`src/rtl/tpm_pkg.sv`:
```
`default_nettype none
package tpm_pkg;

  localparam int unsigned CmdW     = 3;
  localparam int unsigned TimerIdW = 8;
  localparam int unsigned DurW     = 24;
  localparam int unsigned ElapsedW = 25;
  localparam int unsigned IncW     = 8;
  localparam int unsigned StatusW  = 2;
  localparam int unsigned AllocW   = 7;

  typedef enum logic [CmdW-1:0] {
    CMD_TICK   = 3'd0,
    CMD_CREATE = 3'd1,
    CMD_DELETE = 3'd2,
    CMD_START  = 3'd3,
    CMD_STOP   = 3'd4,
    CMD_POLL   = 3'd5
  } cmd_e;

  typedef enum logic [StatusW-1:0] {
    ST_OK      = 2'd0,
    ST_REFUSED = 2'd1,
    ST_INVALID = 2'd2
  } status_e;

  // one timer slot as it travels around the ring
  typedef struct packed {
    logic                reserved;
    logic                running;
    logic                finished;
    logic [ElapsedW-1:0] elapsed;
    logic [DurW-1:0]     target;
  } timer_t;

endpackage
`default_nettype wire

```
`src/rtl/tpm_cell.sv`:
```
`default_nettype none
module tpm_cell
  import tpm_pkg::*;
(
  input  wire logic   clk_i,
  input  wire logic   rst_ni,
  input  wire logic   shift_i,
  input  wire timer_t slot_i,
  output timer_t      slot_o
);

  timer_t slot_q;

  always_ff @(posedge clk_i or negedge rst_ni) begin
    if (!rst_ni) begin
      slot_q <= '0;
    end else if (shift_i) begin
      slot_q <= slot_i;
    end
  end

  assign slot_o = slot_q;

endmodule
`default_nettype wire

```
`config.mk`:
```
export PLATFORM = sky130hd
export DESIGN_NAME = tpm_cell
export DESIGN_NICKNAME = d
export VERILOG_FILES = /design/src/rtl/tpm_pkg.sv /design/src/rtl/tpm_cell.sv
export SDC_FILE = /design/constraint.sdc
export NUM_CORES = 1
export LEC_CHECK = 0
export ABC_CLOCK_PERIOD_IN_PS = 1100
export CORE_MARGIN = 3
export CORE_UTILIZATION = 36
export CTS_CLUSTER_DIAMETER = 30
export DETAILED_ROUTE_END_ITERATION = 8
export DONT_BUFFER_PORTS = 1
export SKIP_LAST_GASP = 1
export SLEW_MARGIN = 40
export SYNTH_ARGS = -nofsm -noshare
export SYNTH_HDL_FRONTEND = slang
export SYNTH_SLANG_ARGS = --single-unit
```
`constraint.sdc`:
```
create_clock -name clk_i -period 1.1 [get_ports clk_i]
set_input_delay 0.11 -clock clk_i [delete_from_list [all_inputs] [get_ports clk_i]]
set_output_delay 0.11 -clock clk_i [all_outputs]
set_load 0.02 [all_outputs]
```
==> run_results.csv <==
group,metric,value,unit
place,portBuffers,0,
drt,ant_nets,0,
final_layout,nets,219,
logic_synthesis,netlist_top_cells_area,"dfrtp_1 (60%), mux2_4 (34%), buf_12 (4.6%)",
drt,drc_errors,0,
clocking,post_cts_buffers,0,
floorplan,fp.dieH,83.92,µm
grt,grt_pass1_wl,6851,µm
sta,slew_viol_final,0,
sta,finalSetupViolCount,0,
final_layout,fin_util,0.4967,
clocking,clk_latency,0.29,ns
sta,hold_viol,69,
clocking,clockBufferDepth,2,
clocking,cts_hold_buf,52,
clocking,numClockSinks,52,
drt,first_pass_iters,3,
logic_synthesis,postSynthCellCount,110,
floorplan,rows,27,
grt,grt_use_total,0.1237,
worst_setup_path,worstPathCellList,"buf_4",
outcome,status,"complete, but fails checks",
floorplan,coreArea,5675,µm²
sta,setup_tns,0,ns
logic_synthesis,syn_nets,165,
sta,layout_min_cycle_time,0.9518,ns
final_layout,final_cell_mix,"dlygate4sd3_1 (52), dfrtp_1 (52), mux2_4 (50), clkbuf_8 (7), mux2_2 (2)",
power_and_ir_drop,vdd_ir_drop_max,539.6,µV
logic_synthesis,synth_top_area_frac,0.5953,
logic_synthesis,synth-seq-cells,52,
place,place.gp.congestion,0.7382,
final_layout,antenna_cells,0,
logic_synthesis,synth_warnings,0,
grt,grt_overflow,0,
final_layout,drive_gt1_frac,0.3697,
logic_synthesis,synth.distinct_cells,5,
logic_synthesis,avgSynthCellArea,19.87,µm²
grt,grt_pass1_vias,1337,
sta,max_freq,1051,MHz
sta,rsz0062_at_grt,"no",
worst_setup_path,crit_slowest_cell,"dfrtp_1",
floorplan,dieArea,7043,µm²
worst_setup_path,r2r-start,"slot_o[41]",
drt,routed_wirelength,4375,µm
sta,slew_headroom,0.8270,
logic_synthesis,synth_area,2186,µm²
clocking,cts_tree,"built",
final_layout,largest_register_ffs,52,
worst_setup_path,worstSetupPathDepth,1,
logic_synthesis,synth_area_leader_cell,"dfrtp_1",
power_and_ir_drop,p_leak,1.313,nW
worst_setup_path,cp_data_required_time,0.99,ns
floorplan,io_pins,107,
final_layout,area_delta_synth_final,28.96,%
logic_synthesis,ys_seq_area_frac,0.5953,
drt,wl_per_cell,18.46,µm
drt,via_per_inst,4.612,
power_and_ir_drop,p_per_area,1549,nW/µm²
worst_setup_path,startpoint_type,"register",
worst_setup_path,worstPathArrival,0.84,ns
floorplan,start_util,0.3851,
min_path,hold_class,"in -> async",
clocking,clk_pin_slew,0.09,ns
worst_setup_path,worstRegToRegCells,1,
grt,antenna_found_initial,0,
worst_setup_path,timing_worst_setup_path_type,"reg -> out",
worst_setup_path,cp_max_fo,2,
grt,grt_start_max_net_pins,53,
clocking,cts_root_buf,"clkbuf_8",
worst_setup_path,cpLargestDelayFamily,"flip-flops",
drt,vias,1093,
clocking,htree_levels,2,
sta,worst_slack,0.1482,ns
clocking,post_cts_resized,0,
drt,drt_first_iter_violations,48,
worst_setup_path,worstSetupStartpoint,"slot_o[5]",
sta,clock_skew,0,ns
worst_setup_path,cpPeakStageDelay,0.39,ns
sta,hold_slack,-0.4989,ns
power_and_ir_drop,p_total,4.367,mW
clocking,cts_buffers,5,
outcome,violations,"negative hold slack",
floorplan,die_w,83.92,µm
sta,tightest_slew,0.2595,ns
worst_setup_path,critPathCaptureType,"output pin",
sta,post-route-period-util,0.8653,
place,pre_cts_ws,0.2218,ns
job,drv_cap,0,
worst_setup_path,crit_buf_inv,1,
[stage by stage]
step                      std cells  cell area, µm²
after CTS                       237            2819
after global routing            237            2819
after global placement          177            2172
after floorplan                 110            2186
after detailed placement        177            2172
final                           237            2819
[metal layers]
layer  vias to the layer above  global-route usage  wire length (µm)
li1                        485                   -                 -
met1                       533              0.1290              1614
met2                        73              0.2270              2312
met3                         2             0.05035               423
met4                         0             0.03509                24
met5                         -                   0                 0
[area by class of cell]
class | instances | area [µm²]
clock inverter | 1 | 30.03
fill | 470 | 2856
timing repair buffer | 53 | 528.0
sequential | 52 | 1301
tap | 72 | 90.09
clock buffer | 7 | 96.34
multi-input combinational | 52 | 773.2
[final timing paths]
path / slack [ns] / end
worst max-delay path: 0.15 / slot_o[5]
worst min-delay path: -0.50 / slot_o[50]
worst max register to register: 0.20 / slot_o[41]
worst min register to register: 0.53 / slot_o[5]
max in group asynchronous: 1.50 / slot_o[44]
min in group clk_i: -0.03 / slot_o[9]
[kinds of logic after synthesis]
family / share of synthesized area
buf+inv: 0.05095
flops: 0.5953
mux: 0.3537
[synth_stat cells]
master,count
buf_6,1
mux2_2,2
buf_12,5
mux2_4,50
dfrtp_1,52
[power by group]
part           total, mW  switching [mW]  internal (mW)
Combinational      0.496          0.0921          0.404
Clock               1.38           0.579          0.803
Sequential          2.49           0.390           2.10
Power figures use the tool's default switching activity.
