<file path="src/rtl/tpm_pkg.sv">
`default_nettype none
package tpm_pkg;

  localparam int unsigned CmdW     = 3;
  localparam int unsigned TimerIdW = 8;
  localparam int unsigned DurW     = 24;
  localparam int unsigned ElapsedW = 25;
  localparam int unsigned IncW     = 8;
  localparam int unsigned StatusW  = 2;
  localparam int unsigned AllocW   = 7;

  typedef enum logic [CmdW-1:0] {
    CMD_TICK   = 3'd0,
    CMD_CREATE = 3'd1,
    CMD_DELETE = 3'd2,
    CMD_START  = 3'd3,
    CMD_STOP   = 3'd4,
    CMD_POLL   = 3'd5
  } cmd_e;

  typedef enum logic [StatusW-1:0] {
    ST_OK      = 2'd0,
    ST_REFUSED = 2'd1,
    ST_INVALID = 2'd2
  } status_e;

  // one timer slot as it travels around the ring
  typedef struct packed {
    logic                reserved;
    logic                running;
    logic                finished;
    logic [ElapsedW-1:0] elapsed;
    logic [DurW-1:0]     target;
  } timer_t;

endpackage
`default_nettype wire

</file>
<file path="src/rtl/tpm_exec.sv">
`default_nettype none
module tpm_exec
  import tpm_pkg::*;
(
  input  wire logic [CmdW-1:0] cmd_i,
  input  wire logic [DurW-1:0] dur_i,
  input  wire logic [IncW-1:0] inc_i,
  input  wire logic            hit_i,    // slot at the head is the addressed timer
  input  wire logic            found_i,  // create already placed earlier in this pass
  input  wire timer_t          slot_i,
  output timer_t               slot_o,
  output logic                 ok_o
);

  logic [ElapsedW-1:0] sum;

  assign sum = slot_i.elapsed + ElapsedW'(inc_i);

  always_comb begin
    slot_o = slot_i;
    ok_o   = 1'b0;
    case (cmd_i)
      CMD_TICK: begin
        if (slot_i.running && slot_i.reserved) begin
          if (sum >= {1'b0, slot_i.target}) begin
            slot_o.running  = 1'b0;
            slot_o.finished = 1'b1;
            slot_o.elapsed  = '0;
          end else begin
            slot_o.elapsed = sum;
          end
        end
      end
      CMD_CREATE: begin
        if (!found_i && !slot_i.reserved) begin
          slot_o.reserved = 1'b1;
          slot_o.running  = 1'b0;
          slot_o.finished = 1'b0;
          slot_o.elapsed  = '0;
          slot_o.target   = dur_i;
          ok_o            = 1'b1;
        end
      end
      CMD_DELETE: begin
        if (hit_i && slot_i.reserved) begin
          slot_o = '0;
          ok_o   = 1'b1;
        end
      end
      CMD_START: begin
        if (hit_i && slot_i.reserved) begin
          slot_o.elapsed  = '0;
          slot_o.finished = 1'b0;
          slot_o.running  = 1'b1;
          ok_o            = 1'b1;
        end
      end
      CMD_STOP: begin
        if (hit_i && slot_i.reserved) begin
          slot_o.running  = 1'b0;
          slot_o.finished = 1'b0;
          slot_o.elapsed  = '0;
          ok_o            = 1'b1;
        end
      end
      CMD_POLL: begin
        // poll ignores the reserved flag
        if (hit_i && slot_i.finished) begin
          slot_o.finished = 1'b0;
          ok_o            = 1'b1;
        end
      end
      default: begin
        slot_o = slot_i;
      end
    endcase
  end

endmodule
`default_nettype wire

</file>
<file path="config.mk">
export PLATFORM = sky130hd
export DESIGN_NAME = tpm_exec
export DESIGN_NICKNAME = d
export VERILOG_FILES = /design/src/rtl/tpm_pkg.sv /design/src/rtl/tpm_exec.sv
export SDC_FILE = /design/constraint.sdc
export NUM_CORES = 1
export LEC_CHECK = 0
export BUFFER_PORTS_ARGS = -buffer_cell sky130_fd_sc_hd__buf_2
export CORE_AREA = 2 2 74 76
export DETAILED_ROUTE_END_ITERATION = 8
export DIE_AREA = 0 0 76 78
export PLACE_DENSITY = 0.82
export REMOVE_ABC_BUFFERS = 1
export SYNTH_ARGS = -nofsm -noshare
export SYNTH_HDL_FRONTEND = slang
export SYNTH_SLANG_ARGS = --single-unit
</file>
<file path="constraint.sdc">
create_clock -name vclk -period 5.51
set_clock_uncertainty 0.1 [all_clocks]
set_input_delay 0.551 -clock vclk [all_inputs]
set_output_delay 0.551 -clock vclk [all_outputs]
set_load 0.01 [all_outputs]
</file>
==> flow_summary.toml, run 1 <==
[routing]
ant_nets = 0
drtPass1Iterations = 4
avgRoutedWirePerCell_microns = 15.73
drt_wl_total_microns = 8022
vias = 2991
drt-vias-per-instance = 5.865
drc_errors = 0
drt_iter0_drc = 158

[finish]
multiInputGateArea_sq_um = 2090
final_cells = 510
fill_cells = 506
nets = 564
regArea_sq_um = 0
drive_gt1_share_pct = 36.36
clockBufferCount = 0
n_sequential_cell = 0
area_growth_pct = 36.51
diodes = 0

[power_and_ir_drop]
p_sw_uw = 159.5
swShare_pct = 55.66
pwr-share-seq_pct = 0
cell_internal_pwr_uw = 127.1
leakagePower_nw = 1.613
combPwrFrac_pct = 100.0
vdd_drop_max_uv = 53.46
power.density_nw_per_um2 = 94.69
clkPwrFrac_pct = 0

[worst_setup_path]
required_ps = 4860
crit_type = "in -> out"
arrival_ps = 4630
crit_fanout = 10
endpoint_kind = "primary output"
worst_setup_path_start_kind = "input port"

[hold_path]
hold_path_depth = 3
hold_class = "in -> out"

[timing]
max_freq_mhz = 189.4
tightestPinTransition_ps = 1003
rsz0062_at_grt = "true"
whs_ps = 1304
hold_viol_final = 0
setup_viol = 0
tns_ps = 0
fin_crit_ps = 5281
final_max_slew_viol_count = 0
slew_headroom_pct = 33.07
period_share_pct = 95.84

[floorplanning]
dieHeight_microns = 78
fp.coreArea_sq_um = 5042
pin_count = 142
row_count = 26
die_w_microns = 76
start_util_pct = 43.97
dieArea_sq_um = 5928

[placed_design]
port_buffers = 142
gp_congestion = 0.9625
post-dp-hpwl_microns = 6499
dp_cells = 510

[clocking]
cts_hold_buf = 0
postCtsSetupBuffers = 0

[logic_synthesis]
yosys.area.top_type = "ha_1"
seq_area_frac_synth_pct = 0
avgSynthCellArea_sq_um = 7.175
netlist_top_cells_count = "32 x ha_1, 29 x inv_1, 25 x a22o_1, 18 x nor2_1, 17 x a32o_1"
synth_top_area_share_pct = 18.06
syn_inst = 309
synth_area_sq_um = 2217
yosysWarningCount = 0
ys_top_cells_by_area = "ha_1 18%, a22o_1 9.9%, a32o_1 7.7%"
ys_types = 55
synth.most_common_cell = "ha_1"

[global_route]
grt_max_degree = 26
grt_pass1_vias = 2825
grt_use_total_pct = 25.39
grt_pass1_wl_microns = 12940
overflow = 0
antenna_found_initial = 0

[run_status]
status = "finished, final reports clean"

[flow_run]
maxCapViolCount = 0
-- cell families after synthesis --
logic type               synth area share, %
multiplexers                           1.354
XOR/XNOR                               8.295
adder cells (fa/ha/maj)                18.96
buffers and inverters                  7.675
AO/OA/AOI/OAI                          38.49
AND/OR/NAND/NOR                        25.23
-- critical path, stage by stage --
cell     delay (ps)
buf_2           110
ha_1            220
fa_1            440
a21oi_1         210
o22ai_1         180
o41ai_4         320
nor2_1          160
and3_1          210
xor2_1          160
ha_1            300
nand4_1         210
nor4_4          390
nand3_1         110
o21ai_1         250
nor2_4          110
buf_4           190
a41oi_1         210
o22ai_1         120
buf_2           150
-- worst paths after layout --
kind       start    endpoint  slack [ps]
max   slot_i[24]  slot_o[33]         230
min    dur_i[22]  slot_o[22]        1300
-- layout by cell type, fill, tap and decap left out, types with 4 or more instances in the layout --
master / n
a31oi_1: 6
nor3_1: 11
xor2_1: 10
a21oi_1: 15
a21o_1: 8
nand4_1: 13
nor2_1: 17
o21a_1: 4
nand3_1: 9
xnor2_1: 11
inv_1: 29
o21ai_0: 9
and3_1: 5
a32o_1: 17
ha_1: 32
a41oi_1: 4
nand2_1: 15
a22o_1: 25
buf_2: 142
buf_4: 4
-- metal layers --
layer  track usage, %  part of all wire, %
met1            31.80                   42
met4            5.091                  1.4
met5                0                    0
met3            3.023                  8.2
met2            46.79                   49
-- power groups by stage --
stage / registers, mW / logic [mW] / clock network [mW]
5_1_grt: 0 / 0.317 / 0
6_report: 0 / 0.287 / 0
2_1_floorplan: 0 / 0.164 / 0
3_5_place_dp: 0 / 0.280 / 0
4_1_cts: 0 / 0.281 / 0
3_3_place_gp: 0 / 0.272 / 0
-- metrics by stage --
| step | power, mW | cell area [sq um] | utilization [%] | setup slack, ps |
|---|---|---|---|---|
| finish | 0.2866 | 3027 | 60.02 | 229.1 |
| global route | 0.3166 | 3027 | 60.02 | -7.407 |
| CTS | 0.2812 | 2995 | 59.40 | 176.5 |
| detailed placement | 0.2796 | 2995 | 59.40 | 195.5 |
| global placement | 0.2722 | 2995 | 59.40 | 433.9 |
| floorplan | 0.1638 | 2156 | - | 385.2 |
-- area by class of cell --
cell class | count | share of cell area [%]
repair buffers | 146 | 24.47
well taps | 70 | 2.894
inverters | 29 | 3.597
multi-input cells | 265 | 69.04
-- repair_timing --
| action | in CTS | in global routing |
|---|---|---|
| endpoints found under the hold margin | 0 | 0 |
| setup endpoints to repair | 0 | 21 |
| resized for setup | 0 | 4 |
(Power assumes the default switching activity.)
==> inputs of run 2 (changes only) <==
--- a/config.mk
+++ b/config.mk
@@ -5,11 +5,12 @@
 export SDC_FILE = /design/constraint.sdc
 export NUM_CORES = 1
 export LEC_CHECK = 0
+export ABC_AREA = 1
 export BUFFER_PORTS_ARGS = -buffer_cell sky130_fd_sc_hd__buf_2
-export CORE_AREA = 2 2 74 76
+export CORE_AREA = 2 2 78 80
 export DETAILED_ROUTE_END_ITERATION = 8
-export DIE_AREA = 0 0 76 78
-export PLACE_DENSITY = 0.82
+export DIE_AREA = 0 0 80 82
+export PLACE_DENSITY = 0.83
 export REMOVE_ABC_BUFFERS = 1
 export SYNTH_ARGS = -nofsm -noshare
 export SYNTH_HDL_FRONTEND = slang
==> run 2 against run 1 <==
  * Final area increased by 13%
  * Hold slack improved by 12 ps
  * Largest cell class unchanged
  * Worst setup slack gained 930 ps
  * Non-clock buffer count fell by 2
  * Wire length up 13%
  * Via count rose by 26%
  * Sequential cell count is the same
  * Maximum frequency grew 21%
  * Largest power group unchanged
  * Critical path depth up 6
  * Critical endpoint is now slot_o[49]
==> flow_summary.toml, run 2 <==
[timing]
setup_viol = 0
max_freq_mhz = 229.7
whs_ps = 1316
final_max_slew_viol_count = 0
rsz0062_at_grt = "false"
tns_ps = 0
period_share_pct = 79.02
slew_headroom_pct = 30.74
fin_crit_ps = 4354
tightestPinTransition_ps = 1038
timing.final.ws_setup_ps = 1156
hold_viol_final = 0

[placed_design]
dp_slack_ps = 1188
gp_congestion = 0.9078
post-dp-hpwl_microns = 7702
port_buffers = 142

[worst_setup_path]
critPathTopFamily = "simple AND/OR/NAND/NOR gates"
endpoint_kind = "primary output"
path_buf_inv = 3
arrival_ps = 3700
critPathMostFrequentCell = "nand2_1"
crit_type = "in -> out"
cp_slowest_cell = "fa_1"
required_ps = 4860
crit_fanout = 26
worst_setup_path_start_kind = "input port"
max_stage_delay_ps = 410

[finish]
regArea_sq_um = 0
clockBufferCount = 0
area_growth_pct = 29.11
fill_cells = 574
final_util_pct = 59.49
n_sequential_cell = 0
diodes = 0
layout_commonest_cell = "buf_2"
nets = 767
final_cell_mix = "142 x buf_2, 127 x nand2_1, 94 x inv_1"
drive_gt1_share_pct = 25.35

[run_status]
status = "finished, final reports clean"

[routing]
drt-vias-per-instance = 5.230
drc_errors = 0
ant_nets = 0
avgRoutedWirePerCell_microns = 12.61
drtPass1Iterations = 5
drt_wl_total_microns = 9055
drt_iter0_drc = 186
vias = 3755

[power_and_ir_drop]
leakagePower_nw = 2.014
vdd_drop_max_uv = 37.02
power.density_nw_per_um2 = 90.21
power_uw = 308.4

[floorplanning]
row_count = 28
pin_count = 142
dieHeight_microns = 82
start_util_pct = 46.08
die_w_microns = 80
fp.coreArea_sq_um = 5746
dieArea_sq_um = 6560

[logic_synthesis]
synth.most_common_cell = "nand2_1"
netlist_top_cells_count = "127 x nand2_1, 94 x inv_1, 54 x nand3_1, 42 x nor2_1, 36 x o21ai_0"
yosysWarningCount = 0
yosys.area.top_type = "nand2_1"
seq_area_frac_synth_pct = 0
syn_inst = 511
synth_top_area_share_pct = 18.01
ys_top_cells_by_area = "nand2_1 18%, ha_1 15%, inv_1 13%"
avgSynthCellArea_sq_um = 5.181
synth_area_sq_um = 2648
ys_types = 39

[flow_run]
maxCapViolCount = 0

[clocking]
cts_resized = 0
postCtsSetupBuffers = 0
cts_hold_buf = 0

[global_route]
grt_max_degree = 28
grt_pass1_wl_microns = 13950
grt_pass1_vias = 3292
grt_use_total_pct = 25.60
antenna_found_initial = 0
overflow = 0

[hold_path]
hold_class = "in -> out"
[run 2: worst paths after layout]
check	from	end	slack [ps]	depth (start not counted)
max	inc_i[0]	slot_o[49]	1160	25
min	dur_i[12]	slot_o[12]	1320	4
[run 2: metal layers]
| layer | wire (microns) | vias up | track usage [%] |
|---|---|---|---|
| met5 | 0 | - | 0 |
| met4 | 165 | 0 | 4.237 |
| met3 | 663 | 24 | 1.209 |
| met2 | 4279 | 174 | 48.33 |
| met1 | 3946 | 1626 | 32.49 |
| li1 | - | 1931 | - |
[run 2: kinds of logic (layout without fill, tap and decap cells)]
group | count (synthesis) | after routing | synth area share (%)
AND/OR/NAND/NOR | 256 | 256 | 42.30
buffers and inverters | 109 | 241 | 16.12
AO/OA/AOI/OAI | 99 | 99 | 21.08
adder cells (fa/ha/maj) | 33 | 33 | 15.88
XOR/XNOR | 14 | 14 | 4.631
[run 2: per-stage QoR]
stage,instance area [sq um],cells
2_1_floorplan,2585,499
3_3_place_gp,3410,718
3_5_place_dp,3410,718
4_1_cts,3410,718
5_1_grt,3418,718
6_report,3418,718
[run 2: cell type report]
class | count | area [sq um] | area share, %
inverters | 97 | 364.1 | 10.65
multi-input cells | 402 | 2235 | 65.37
well taps | 75 | 93.84 | 2.745
repair buffers | 144 | 725.7 | 21.23
[run 2: tightest hold or removal path: cells and delay by family]
family | cells | cell delay, ps
compound gates | 1 | 60
simple gates | 1 | 60
buf+inv | 2 | 190
[run 2: report_power, final]
group	switching (mW)	internal, mW
logic	0.188	0.120
registers	0	0
clock network	0	0
==> inputs of run 3 (changes only) <==
--- a/config.mk
+++ b/config.mk
@@ -5,12 +5,12 @@
 export SDC_FILE = /design/constraint.sdc
 export NUM_CORES = 1
 export LEC_CHECK = 0
-export ABC_AREA = 1
+export ABC_AREA = 0
 export BUFFER_PORTS_ARGS = -buffer_cell sky130_fd_sc_hd__buf_2
-export CORE_AREA = 2 2 78 80
+export CORE_AREA = 2 2 77 79
 export DETAILED_ROUTE_END_ITERATION = 8
-export DIE_AREA = 0 0 80 82
-export PLACE_DENSITY = 0.83
+export DIE_AREA = 0 0 79 81
+export PLACE_DENSITY = 0.79
 export REMOVE_ABC_BUFFERS = 1
 export SYNTH_ARGS = -nofsm -noshare
 export SYNTH_HDL_FRONTEND = slang
==> constraint.sdc (replaced) <==
create_clock -name vclk -period 3.8
set_clock_uncertainty 0.1 [all_clocks]
set_input_delay 0.38 -clock vclk [all_inputs]
set_output_delay 0.38 -clock vclk [all_outputs]
set_load 0.01 [all_outputs]
==> run 3 against run 2 <==
  * The flow now finishes with violations (negative setup slack)
  * Hold slack got worse by 360 ps
  * Global-route usage fell by 0.29 points
  * Cell count fell by 22%
  * Utilization rose by 2.9 points
  * Largest cell class unchanged
  * Largest power group unchanged
==> flow_summary.toml, run 3 (same netlist as run 1, synthesis figures left out) <==
[global_route]
grt_use_total_pct = 25.31
grt_max_degree = 25
antenna_found_initial = 0
grt_pass1_vias = 2937
grt_pass1_wl_microns = 13460
overflow = 0

[routing]
vias = 3255
drc_errors = 0
drt_iter0_drc = 191
drt_wl_total_microns = 8909
drtPass1Iterations = 5
drt-vias-per-instance = 5.792
ant_nets = 0
avgRoutedWirePerCell_microns = 15.85

[worst_setup_path]
required_ps = 3320
crit_fanout = 13
endpoint_kind = "primary output"
crit_end = "slot_o[43]"
crit_type = "in -> out"
startpoint = "slot_i[24]"
arrival_ps = 3900
worst_setup_path_start_kind = "input port"

[finish]
fin_area_sq_um = 3540
n_sequential_cell = 0
multiInputGateArea_sq_um = 2212
diodes = 0
layout_commonest_cell = "buf_2"
nets = 611
regArea_sq_um = 0
drive_gt1_share_pct = 46.61
clockBufferCount = 0
final_cell_mix = "140 x buf_2, 47 x buf_4, 30 x ha_1"
fill_cells = 542
area_growth_pct = 59.65

[power_and_ir_drop]
leakagePower_nw = 1.875
vdd_drop_max_uv = 89.34
power.density_nw_per_um2 = 142.5
power_uw = 504.5

[clocking]
cts_hold_buf = 0

[timing]
tightestPinTransition_ps = 1063
period_share_pct = 115.2
timing.final.ws_setup_ps = -575.7
max_freq_mhz = 228.5
fin_crit_ps = 4376
setup_viol = 26
slew_headroom_pct = 29.07
tns_ps = -13040
hold_viol_final = 0
rsz0062_at_grt = "true"
final_max_slew_viol_count = 0

[floorplanning]
row_count = 28
dieHeight_microns = 81
fp.coreArea_sq_um = 5675
start_util_pct = 39.07
dieArea_sq_um = 6399
pin_count = 142
die_w_microns = 79

[run_status]
status = "finished with violations"
violations = "negative setup slack"

[placed_design]
port_buffers = 142
post-dp-hpwl_microns = 6899
dpl_cell_area_sq_um = 3307
gp_congestion = 0.9403

[flow_run]
maxCapViolCount = 0

[hold_path]
hold_class = "in -> out"
==> run 3: timing repair <==
item                                    in CTS  in global routing
gates cloned                                 1                  0
buffers inserted                             4                  5
gates resized for setup                     17                 20
endpoints found under the setup margin      26                 26
pin swaps                                   13                 12
==> run 3: per-layer routing <==
metal  vias to the layer above  share of wire (%)  track usage (%)
met3                        12                6.4           0.8889
met2                       140                 50            48.64
met5                         -                  0                0
li1                       1564                  -                -
met4                         0                1.4            3.448
met1                      1539                 42            32.05
==> run 3: metrics by stage <==
| step | util [%] | cells | hold WS [ps] | setup slack, ps |
|---|---|---|---|---|
| 2_1_floorplan | - | 294 | 737.5 | -982.8 |
| 3_3_place_gp | 58.27 | 554 | 960.0 | -706.6 |
| 3_5_place_dp | 58.27 | 554 | 960.6 | -830.1 |
| 4_1_cts | 60.71 | 559 | 960.1 | -605.9 |
| 5_1_grt | 62.37 | 562 | 968.7 | -761.5 |
| 6_report | 62.37 | 562 | 959.9 | -575.7 |
==> run 3: cell type report <==
cell class / instances / share of cell area, %
multi-input combinational: 265 / 62.50
timing repair buffer: 193 / 31.78
inverter: 29 / 3.075
tap: 75 / 2.651
==> run 3: critical path, stage by stage <==
cell      delay, ps
buf_8           100
ha_4            160
fa_2            360
a21oi_2         180
o22ai_2         130
o41ai_4         300
nor2_2          100
and4_1          210
xor2_1          190
ha_1            290
a21o_1          190
a21o_1          150
a31oi_1         140
o211ai_1        160
nor2_2          220
buf_6           200
a41oi_1         130
a31oi_1         160
buf_2           150
==> run 3: where the power goes <==
| group | switching, mW | total (mW) | leakage (nW) | internal, mW |
|---|---|---|---|---|
| Combinational | 0.263 | 0.505 | 1.88 | 0.241 |
| Sequential | 0 | 0 | 0 | 0 |
| Clock | 0 | 0 | 0 | 0 |
==> run 3: how the worst min path moves through the flow <==
stage	start	end	cells after the start
after floorplan	slot_i[37]	slot_o[37]	1
after CTS	dur_i[8]	slot_o[8]	3
final	dur_i[8]	slot_o[8]	3
after global placement	dur_i[19]	slot_o[19]	3
after detailed placement	dur_i[8]	slot_o[8]	3
after global routing	dur_i[3]	slot_o[3]	3
